==> src/rtl/rptd_pkg.sv <==
package rptd_pkg;

   localparam int          NUM_CHANNELS_DEFAULT = 6;
   localparam logic [15:0] SYNC_GAP_RESET       = 16'd5000;
   localparam logic [2:0]  PPM_SLOT_MAX         = 3'd7;
   localparam logic [15:0] WIDTH_MAX            = 16'hFFFF;
   localparam logic [2:0]  LINE_PPM             = 3'd0;
   localparam logic [2:0]  CH_NONE              = 3'd0;

   typedef struct packed {
      logic        has_edge;
      logic [2:0]  line;
      logic        level;
      logic [31:0] time_us;
      logic [2:0]  query_channel;
   } req_type;

   typedef struct packed {
      logic [2:0]  updated_channel;
      logic [15:0] updated_width;
      logic [15:0] query_width;
   } rsp_type;

endpackage

==> src/rtl/rc_pulse_train_decoder.sv <==
// RC receiver pulse decoder: PPM train on line 0, PWM channel lines 1..NUM_CHANNELS.
// req_*: one transfer per edge event or query (valid/stall). Each accepted item
//   gives exactly one rsp_* transfer with the channel it wrote (0 if none), the
//   width written, and the stored width of query_channel after the update.
// csr_*: sync gap in microseconds, written when csr_wr_en is high; the user must
//   write it only while no item is in flight, as the block does not enforce it.
// An accepted item sits in the input register, is decoded and lands in the result
//   register, and rsp_valid is high from then until the transfer. Throughput: one
//   item per cycle while rsp_stall is low; the single subtract / compare / store
//   between the two registers sets it.
// Stall: while rsp_stall holds a result, the item in the input register waits
//   and req_stall rises; state is only updated when an item moves into the
//   result register, so nothing is lost or repeated.
// Reset (synchronous, active high): both stages empty, sync gap back to 5000,
//   PPM slot and last rise time zero, all start times and widths zero.
module rc_pulse_train_decoder
   import rptd_pkg::*;
#(
   parameter int NUM_CHANNELS = NUM_CHANNELS_DEFAULT
) (
   input  logic        clock,
   input  logic        reset,
   input  logic        req_valid,
   output logic        req_stall,
   input  req_type     req_data,
   output logic        rsp_valid,
   input  logic        rsp_stall,
   output rsp_type     rsp_data,
   input  logic        csr_wr_en,
   input  logic [15:0] csr_wr_data
);

   localparam int IDX_W = (NUM_CHANNELS > 1) ? $clog2(NUM_CHANNELS) : 1;

   // pipeline control
   logic    s1_valid_ff, s1_valid_in;
   req_type s1_data_ff;
   logic    rsp_valid_ff, rsp_valid_in;
   rsp_type rsp_data_ff, rsp_data_in;
   logic    adv2;
   logic    s1_fire;

   // decoder state
   logic [15:0] sync_gap_ff, sync_gap_in;
   logic [31:0] last_ppm_rise_ff, last_ppm_rise_in;
   logic [2:0]  ppm_slot_ff, ppm_slot_in;
   logic [31:0] pwm_rise_time_ff [NUM_CHANNELS];
   logic [31:0] pwm_rise_time_in [NUM_CHANNELS];
   logic [15:0] channel_width_ff [NUM_CHANNELS];
   logic [15:0] channel_width_in [NUM_CHANNELS];

   // decode of the item in the input register
   logic             is_ppm;
   logic             pwm_ok;
   logic [IDX_W-1:0] line_idx;
   logic [31:0]      pwm_base;
   logic [31:0]      rise_base;
   logic [31:0]      dt;
   logic [15:0]      dt_sat;
   logic             ppm_rise;
   logic             pwm_rise;
   logic             pwm_fall;
   logic [2:0]       slot_cur;
   logic             ppm_store;
   logic [2:0]       upd_ch;
   logic [15:0]      upd_w;
   logic [IDX_W-1:0] wr_idx;
   logic             q_ok;
   logic [IDX_W-1:0] q_idx;
   logic [15:0]      q_width;

   // Result register advances when empty or being taken.
   assign adv2      = !rsp_valid_ff || !rsp_stall;
   assign s1_fire   = s1_valid_ff && adv2;
   assign req_stall = s1_valid_ff && !adv2;
   assign rsp_valid = rsp_valid_ff;
   assign rsp_data  = rsp_data_ff;

   assign s1_valid_in  = req_stall ? 1'b1 : req_valid;
   assign rsp_valid_in = adv2 ? s1_valid_ff : rsp_valid_ff;
   assign sync_gap_in  = csr_wr_en ? csr_wr_data : sync_gap_ff;

   // Line and channel checks. Indexes are only used when the check passes.
   assign is_ppm   = (s1_data_ff.line == LINE_PPM);
   assign pwm_ok   = !is_ppm && (32'(s1_data_ff.line) <= NUM_CHANNELS);
   assign line_idx = IDX_W'(s1_data_ff.line - 3'd1);
   assign pwm_base = pwm_ok ? pwm_rise_time_ff[line_idx] : '0;

   // One shared subtract: PPM period or PWM high time, modulo 2^32.
   assign rise_base = is_ppm ? last_ppm_rise_ff : pwm_base;
   assign dt        = s1_data_ff.time_us - rise_base;
   assign dt_sat    = (|dt[31:16]) ? WIDTH_MAX : dt[15:0];

   assign ppm_rise = s1_data_ff.has_edge && is_ppm && s1_data_ff.level;
   assign pwm_rise = s1_data_ff.has_edge && pwm_ok && s1_data_ff.level;
   assign pwm_fall = s1_data_ff.has_edge && pwm_ok && !s1_data_ff.level;

   // Long gap restarts the train before the slot is used.
   assign slot_cur  = (ppm_rise && (dt > {16'b0, sync_gap_ff})) ? 3'd0 : ppm_slot_ff;
   assign ppm_store = ppm_rise && (slot_cur != 3'd0) && (slot_cur != PPM_SLOT_MAX)
                      && (32'(slot_cur) <= NUM_CHANNELS);

   always_comb begin
      priority if (ppm_store) begin
         upd_ch = slot_cur;
         upd_w  = dt_sat;
      end else if (pwm_fall) begin
         upd_ch = s1_data_ff.line;
         upd_w  = dt_sat;
      end else begin
         upd_ch = CH_NONE;
         upd_w  = '0;
      end
   end

   assign wr_idx = IDX_W'(upd_ch - 3'd1);

   // Query sees this item's write.
   assign q_ok  = (s1_data_ff.query_channel != CH_NONE)
                  && (32'(s1_data_ff.query_channel) <= NUM_CHANNELS);
   assign q_idx = IDX_W'(s1_data_ff.query_channel - 3'd1);

   always_comb begin
      if (!q_ok) begin
         q_width = '0;
      end else if (upd_ch == s1_data_ff.query_channel) begin
         q_width = upd_w;
      end else begin
         q_width = channel_width_ff[q_idx];
      end
   end

   always_comb begin
      rsp_data_in.updated_channel = upd_ch;
      rsp_data_in.updated_width   = upd_w;
      rsp_data_in.query_width     = q_width;
   end

   // State next values; only an item moving into the result register commits.
   always_comb begin
      last_ppm_rise_in = last_ppm_rise_ff;
      ppm_slot_in      = ppm_slot_ff;
      if (s1_fire && ppm_rise) begin
         last_ppm_rise_in = s1_data_ff.time_us;
         ppm_slot_in      = (slot_cur != PPM_SLOT_MAX) ? slot_cur + 3'd1 : slot_cur;
      end
      for (int i = 0; i < NUM_CHANNELS; i++) begin
         pwm_rise_time_in[i] = pwm_rise_time_ff[i];
         channel_width_in[i] = channel_width_ff[i];
         if (s1_fire && pwm_rise && (line_idx == IDX_W'(i))) begin
            pwm_rise_time_in[i] = s1_data_ff.time_us;
         end
         if (s1_fire && (upd_ch != CH_NONE) && (wr_idx == IDX_W'(i))) begin
            channel_width_in[i] = upd_w;
         end
      end
   end

   always_ff @(posedge clock) begin
      if (reset) begin
         s1_valid_ff      <= 1'b0;
         rsp_valid_ff     <= 1'b0;
         sync_gap_ff      <= SYNC_GAP_RESET;
         last_ppm_rise_ff <= '0;
         ppm_slot_ff      <= '0;
         for (int i = 0; i < NUM_CHANNELS; i++) begin
            pwm_rise_time_ff[i] <= '0;
            channel_width_ff[i] <= '0;
         end
      end else begin
         s1_valid_ff      <= s1_valid_in;
         rsp_valid_ff     <= rsp_valid_in;
         sync_gap_ff      <= sync_gap_in;
         last_ppm_rise_ff <= last_ppm_rise_in;
         ppm_slot_ff      <= ppm_slot_in;
         for (int i = 0; i < NUM_CHANNELS; i++) begin
            pwm_rise_time_ff[i] <= pwm_rise_time_in[i];
            channel_width_ff[i] <= channel_width_in[i];
         end
      end
   end

   // payload registers
   always_ff @(posedge clock) begin
      if (!req_stall) begin
         s1_data_ff <= req_data;
      end
      if (s1_fire) begin
         rsp_data_ff <= rsp_data_in;
      end
   end

`ifndef SYNTH
   a_no_width_without_channel : assert property (@(posedge clock) disable iff (reset)
      (rsp_valid_ff && (rsp_data_ff.updated_channel == CH_NONE))
      |-> (rsp_data_ff.updated_width == 16'd0))
      else $error("width reported without a written channel");

   a_channel_in_range : assert property (@(posedge clock) disable iff (reset)
      rsp_valid_ff |-> (32'(rsp_data_ff.updated_channel) <= NUM_CHANNELS))
      else $error("written channel beyond channel count");

   a_slot_after_rise : assert property (@(posedge clock) disable iff (reset)
      (s1_fire && ppm_rise) |=> (ppm_slot_ff != 3'd0))
      else $error("PPM slot zero after a rising edge");

   a_store_matches_result : assert property (@(posedge clock) disable iff (reset)
      (s1_fire && (upd_ch != CH_NONE))
      |=> (channel_width_ff[$past(wr_idx)] == rsp_data_ff.updated_width))
      else $error("stored width differs from reported width");
`endif

endmodule

==> config.mk <==
export PLATFORM = sky130hd
export DESIGN_NAME = rc_pulse_train_decoder
export DESIGN_NICKNAME = d
export VERILOG_FILES = /design/src/rtl/rptd_pkg.sv /design/src/rtl/rc_pulse_train_decoder.sv
export SDC_FILE = /design/constraint.sdc
export NUM_CORES = 1
export LEC_CHECK = 0
export ABC_AREA = 0
export BUFFER_PORTS_ARGS = -buffer_cell sky130_fd_sc_hd__clkbuf_2
export CAP_MARGIN = 30
export CELL_PAD_IN_SITES_DETAIL_PLACEMENT = 0
export CELL_PAD_IN_SITES_GLOBAL_PLACEMENT = 1
export CORE_MARGIN = 2
export CORE_UTILIZATION = 39
export CTS_CLUSTER_DIAMETER = 30
export DETAILED_ROUTE_END_ITERATION = 10
export HOLD_SLACK_MARGIN = 0.06
export PLACE_DENSITY_LB_ADDON = 0.1
export SYNTH_ARGS = -nofsm -noshare
export SYNTH_HDL_FRONTEND = slang
export SYNTH_SLANG_ARGS = --single-unit
==> constraint.sdc <==
create_clock -name clock -period 8.9 [get_ports clock]
set_input_delay 2.67 -clock clock [delete_from_list [all_inputs] [get_ports clock]]
set_output_delay 2.67 -clock clock [all_outputs]
set_load 0.01 [all_outputs]
**After elaboration in Yosys (flattened, before gate mapping)**

Memories as Yosys holds them, arrays and structs flattened.
Cells that the tools add are included.

- Bits in registers: 128
- Bits in writable memories: 288
- Input bits: 61
- Output and inout port bits: 37
- Logic and storage cells: 151
- Memories kept: 2

- Add/subtract/negate cells: 5
- Magnitude comparators: 4
- Eq/ne operators: 24
- Muxes and demuxes: 38
- Bitwise operators: 12
- Reduce and logical (&&, ||, !) cells: 53

Memories:

| memory | depth | bits a word | read ports | clocked after memory_dff | wr ports | line | source |
|---|---|---|---|---|---|---|---|
| pwm_rise_time_ff | 6 | 32 | 1 | 0 | 6 | rc_pulse_train_decoder.sv:47 | `logic [31:0] pwm_rise_time_ff [NUM_CHANNELS];` |
| channel_width_ff | 6 | 16 | 1 | 0 | 6 | rc_pulse_train_decoder.sv:49 | `logic [15:0] channel_width_ff [NUM_CHANNELS];` |

Operator list:

| kind | count |
|---|---|
| two-way mux 32 bit | 14 |
| two-way mux 16 bit | 16 |
| > comparator 32 x 16 -> 1 bit | 1 |
| subtractor 32 bit | 1 |
| logical AND 1 bit | 28 |
| AND reduction 2 bit | 12 |
| OR reduction 16 bit | 1 |
| == test 3 x 2 -> 1 bit (second input constant) | 4 |
| == test 3 bit (second input constant) | 4 |
| two-way mux 3 bit | 4 |
| != test 1 bit (second input constant) | 12 |
| OR 1 bit | 12 |
| less-or-equal comparator 3 bit (second input constant) | 3 |
| logical NOT 3 bit | 3 |
| nonzero test 3 bit | 3 |
| subtractor 3 x 1 -> 3 bit (second input constant) | 3 |
| == test 3 x 1 -> 1 bit (second input constant) | 2 |
| logical NOT 1 bit | 5 |
| two-way mux 1 bit | 4 |
| adder 3 x 1 -> 3 bit (second input constant) | 1 |
| == test 3 bit | 1 |
| != test 3 bit (second input constant) | 1 |
| logical OR 1 bit | 1 |

**Depth between registers and ports, before layout**

- Depth after elaboration: 20
- Gate-level depth with buffers: 37

**Least setup slack after synthesis**

OpenSTA, ideal clock, no wires.

- Kind: register to register
- From: reg s1_data_ff[36] (netlist bit)
- To: mem channel_width_ff[1][0], enable pin
- Library setup time: 0.414 ns
- Data arrival time: 7.244 ns
- Required time: 8.486 ns
- Path slack: 1.242 ns
- Cell stages (with the launch flop): 33
- Path buffers: 4
- Clock period less this slack: 7.658 ns
- Path through: edfxtp_1 buf_1 inv_1 ha_1 ha_1 clkbuf_1 clkbuf_1 nand2_1 o21ai_0 o21ai_0 ha_1 fa_1 nand2b_1 a21oi_1 nor3_1 o31ai_1 nand3_1 nand2_1 xor2_1 ha_1 nand3_1 nor2_1 o21ai_0 o21ai_0 o21ai_0 nand3_1 a21boi_0 ha_1 o21ai_0 nand2_1 o31ai_4 buf_4 o31ai_1

RTL lines:

| item | line | source |
|---|---|---|
| from (decl) | rc_pulse_train_decoder.sv:37 | `req_type s1_data_ff;` |
| from (signal assigned) | rc_pulse_train_decoder.sv:186 | `s1_data_ff <= req_data;` |
| to (decl) | rc_pulse_train_decoder.sv:49 |  |

==> metrics.md <==
| Metric | Value |
|---|---|
| Avg Inst Size Synth | `12.0 um^2` |
| CP Depth | `30` |
| Most frequent cell on the critical path | `o21ai_0` |
| Vias | `13973` |
| All-Layer GR Usage | `between 20 and 25%` |
| Worst Setup SP | `s1_data_ff[37]` |
| Top cells by area, synth | `edfxtp_1 53%, mux4_2 5.2%, dfxtp_1 5.1%` |
| CTS root buffer | `clkbuf_16` |
| CTS tree | `done` |
| Worst Reg-to-Reg Cells | `30` |
| Critical Path End | `channel_width_ff[3][9]` |
| PwrDens | `272 nW/um^2` |
| Cell Area, Placed | `21800 um^2` |
| Share of layout cells above drive strength 1 | `19.3%` |
| Sink Count | `about 420` |
| Commonest cells post-synth | `363 x edfxtp_1, 162 x nand2_1, 145 x nor2_1` |
| Final period util | `between 90% and 100%` |
| Asr flop ratio synth | `0%` |
| Filler instances | `around 4700` |
| Tmin final | `8.28 ns` |
| Routed length on met3 | `between 2 and 2.5 mm` |
| WL/cell | `around 22 um` |
| Area delta synth->final | `23.3%` |
| Via density | `5.33` |
| Reg-to-reg critical path endpoint | `channel_width_ff[3][9]` |
| Hold/Removal Path Class | `flop to flop` |
| Top FF cell, synth | `edfxtp_1` |
| Post-synth top area cell | `edfxtp_1` |
| Post-DP HPWL | `37.9 mm` |
| RSZ-0062 raised after global routing | `true` |
| F_max | `121 MHz` |
| IO Count | `98` |
| Sw Ratio | `24.5%` |
| Core area | `52400 um^2` |
| R2R setup slack | `0.62 ns` |
| Fin. Hold Viols | `0` |
| Worst Max-Slew Pin Slew | `0.929 ns` |
| Synth warnings | `0` |
| NetSw | `approximately 1.7 mW` |
| Hold Worst Slack | `between 0.4 and 0.5 ns` |
| Row count | `between 80 and 90` |
| # Max-Cap Violations | `0` |
| Antenna violations before repair | `0` |
| Layout net count | `between 1500 and 2000` |
| Adder-Cell Fraction of Synth Area | `3.55%` |
| Kind of cell adding the most delay to the critical path | `compound AO/OA/AOI/OAI gates` |
| Post-Synth Simple-Gate Area | `roughly 15%` |
| Post-CTS setup buffer count | `0` |
| Buf/Inv on CP | `2` |
| Seq pwr share | `32.5%` |
| Total CTS buffers | `102` |
| Number of global-route vias before repair | `between 10000 and 15000` |
| Worst path max stage delay | `about 0.52 ns` |
| Height of the chip | `234 um` |
| Share of the synthesized area in the top cell type | `approximately 53%` |
| Fraction of synthesized area in multiplexers | `8.98%` |
| Setup CP Type | `flop to flop` |
| Worst slew margin | `approximately 38%` |
| Comb pwr share | `between 10% and 20%` |
| Final core utilization | `48.5%` |
| GR Overflow Total | `0` |
| Main combinational cell family by area after synthesis | `simple AND/OR/NAND/NOR gates` |
| Routability-driven placement congestion ratio | `0.829` |
| #FFs+latches synth | `416` |
| Initial DRC count | `898` |
| CP required | `9.28 ns` |
| Max Used Layer | `met4` |
| Status | `completed` |
| Starting Density | `39.3%` |
| Critical Path AT | `a little under 9 ns` |
| DRC viols | `0` |
| Clock share of power | `between 50% and 60%` |
| Xor/xnor cell area share of the yosys netlist | `less than 1%` |
| P_int | `5.22 mW` |
| Drt first pass iters | `8` |
| Total Wirelength | `approximately 58 mm` |
| ANT nets after route | `0` |
| Sequential area share after synthesis | `58.0%` |
| Final Instance Area | `about 25000 um^2` |
| Worst setup EP type | `flop` |
| Number of synthesized flops with an enable pin | `363` |
| Mapped cell area | `20600 um^2` |
| # setup viols final | `0` |
| LEAKAGE | `10.1 nW` |
| IR drop worst, VDD | `198 uV` |
| Worst-Skew Late Latency | `slightly above 0.6 ns` |
| PortBufs | `97` |
| Final Max Slew Viols | `0` |
| Largest net degree at the start of global routing | `91` |
| Worst-path maximum fanout | `31` |
| Syn nets | `1836` |
| CP startpoint kind | `flop` |
| Synth Area in Compound Gates | `10.0%` |
| CP max-delay cell | `o21ai_1` |
| WL met2 | `29.1 mm` |
| Clk buf depth | `3` |
| Most numerous cell in the Yosys netlist | `edfxtp_1` |
| Post-synth cell types | `74` |
| Pwr Total | `6.91 mW` |
| Post-Synthesis Cells | `about 1700` |
| # diodes | `0` |
| Clock Skew | `about 0.018 ns` |
| Die footprint | `54700 um^2` |
| Die X | `234 um` |
| Htree depth | `3` |
| M1 WL | `24.4 mm` |
| First-pass GRT wire length | `a little under 90 mm` |
| CTS clock-pin slew for the worst setup and hold paths | `0.05 ns` |
| Hold path depth | `2` |
| Worst R2R Start | `s1_data_ff[37]` |
| Final setup TNS | `0 ns` |
==> worst min-delay path, cell delays in order, from the launching register on <==
cell,delay [ns]
dfxtp_1,0.30
nand2_1,0.05
a21oi_1,0.05
==> per-layer routing <==
layer  vias up  GRT usage (%)
met5         -              0
met4         0           9.45
met3       112           4.01
met2       310           37.9
met1      6882           26.4
li1       6669              -
==> cells in the final DEF, fill, tap and decap left out, drive strengths merged, types with 33 or more instances in the layout <==
| cell | Yosys | final |
|---|---|---|
| a21oi | 105 | 105 |
| a22oi | 33 | 33 |
| and2 | 102 | 102 |
| and3 | 97 | 97 |
| buf | 34 | 34 |
| clkbuf | 74 | 237 |
| dfxtp | 53 | 53 |
| edfxtp | 363 | 363 |
| ha | 57 | 57 |
| inv | 53 | 54 |
| mux2i | 76 | 76 |
| mux4 | 48 | 48 |
| nand2 | 162 | 162 |
| nor2 | 145 | 145 |
| o21ai | 67 | 67 |
==> worst min-delay path by stage <==
| stage | start | to |
|---|---|---|
| after floorplan | last_ppm_rise_ff[0] | last_ppm_rise_ff[0] |
| after global placement | last_ppm_rise_ff[10] | last_ppm_rise_ff[10] |
| after detailed placement | last_ppm_rise_ff[21] | last_ppm_rise_ff[21] |
| after CTS | last_ppm_rise_ff[21] | last_ppm_rise_ff[21] |
| after global routing | last_ppm_rise_ff[8] | last_ppm_rise_ff[8] |
| final | last_ppm_rise_ff[4] | last_ppm_rise_ff[4] |
==> logic make-up after synthesis <==
family	after synthesis
and+or+nand+nor	619
DFF	416
AOI/OAI and AO/OA	315
buffers and inverters	161
muxes	125
adders and majority gates	58
xor gates and xnor gates	23
==> per-stage QoR <==
step | setup WS [ns] | std cells
detailed placement | 0.431 | 2428
floorplan | 1.24 | 1717
global placement | 0.558 | 2427
finish | 0.621 | 2621
global route | -0.0151 | 2621
CTS | 0.407 | 2621
==> state kept, by name, summed over array words and instances (netlist names) <==
name / count
channel_width_ff: 96
sync_gap_ff: 16
rsp_data: 35
s1_data_ff: 40
rsp_valid: 1
pwm_rise_time_ff: 192
last_ppm_rise_ff: 32
s1_valid_ff: 1
ppm_slot_ff: 3
==> layout make-up <==
cell class / count / area, um^2 / share of cell area (%)
Clock buffer: 140 / 2880 / 11.3
Multi-Input combinational cell: 1140 / 8050 / 31.6
Tap cell: 688 / 861 / 3.38
Inverter: 53 / 199 / 0.782
Sequential cell: 416 / 12000 / 47.0
Timing Repair Buffer: 131 / 773 / 3.04
Clock inverter: 53 / 718 / 2.82
==> power groups by stage <==
stage	Clock (mW)	Combinational [mW]	Sequential, mW
2_1_floorplan	0	0.554	2.27
3_3_place_gp	0	0.843	2.28
3_5_place_dp	0	0.845	2.28
4_1_cts	3.88	0.849	2.25
5_1_grt	4.00	0.928	2.26
6_report	3.82	0.841	2.25
==> repair_timing <==
| item | in CTS | in global routing |
|---|---|---|
| hold buffers | 0 | 0 |
| endpoints found under the setup margin | 0 | 119 |
| gates resized for setup | 0 | 1 |
No activity file was read; power rests on OpenSTA's default activity.
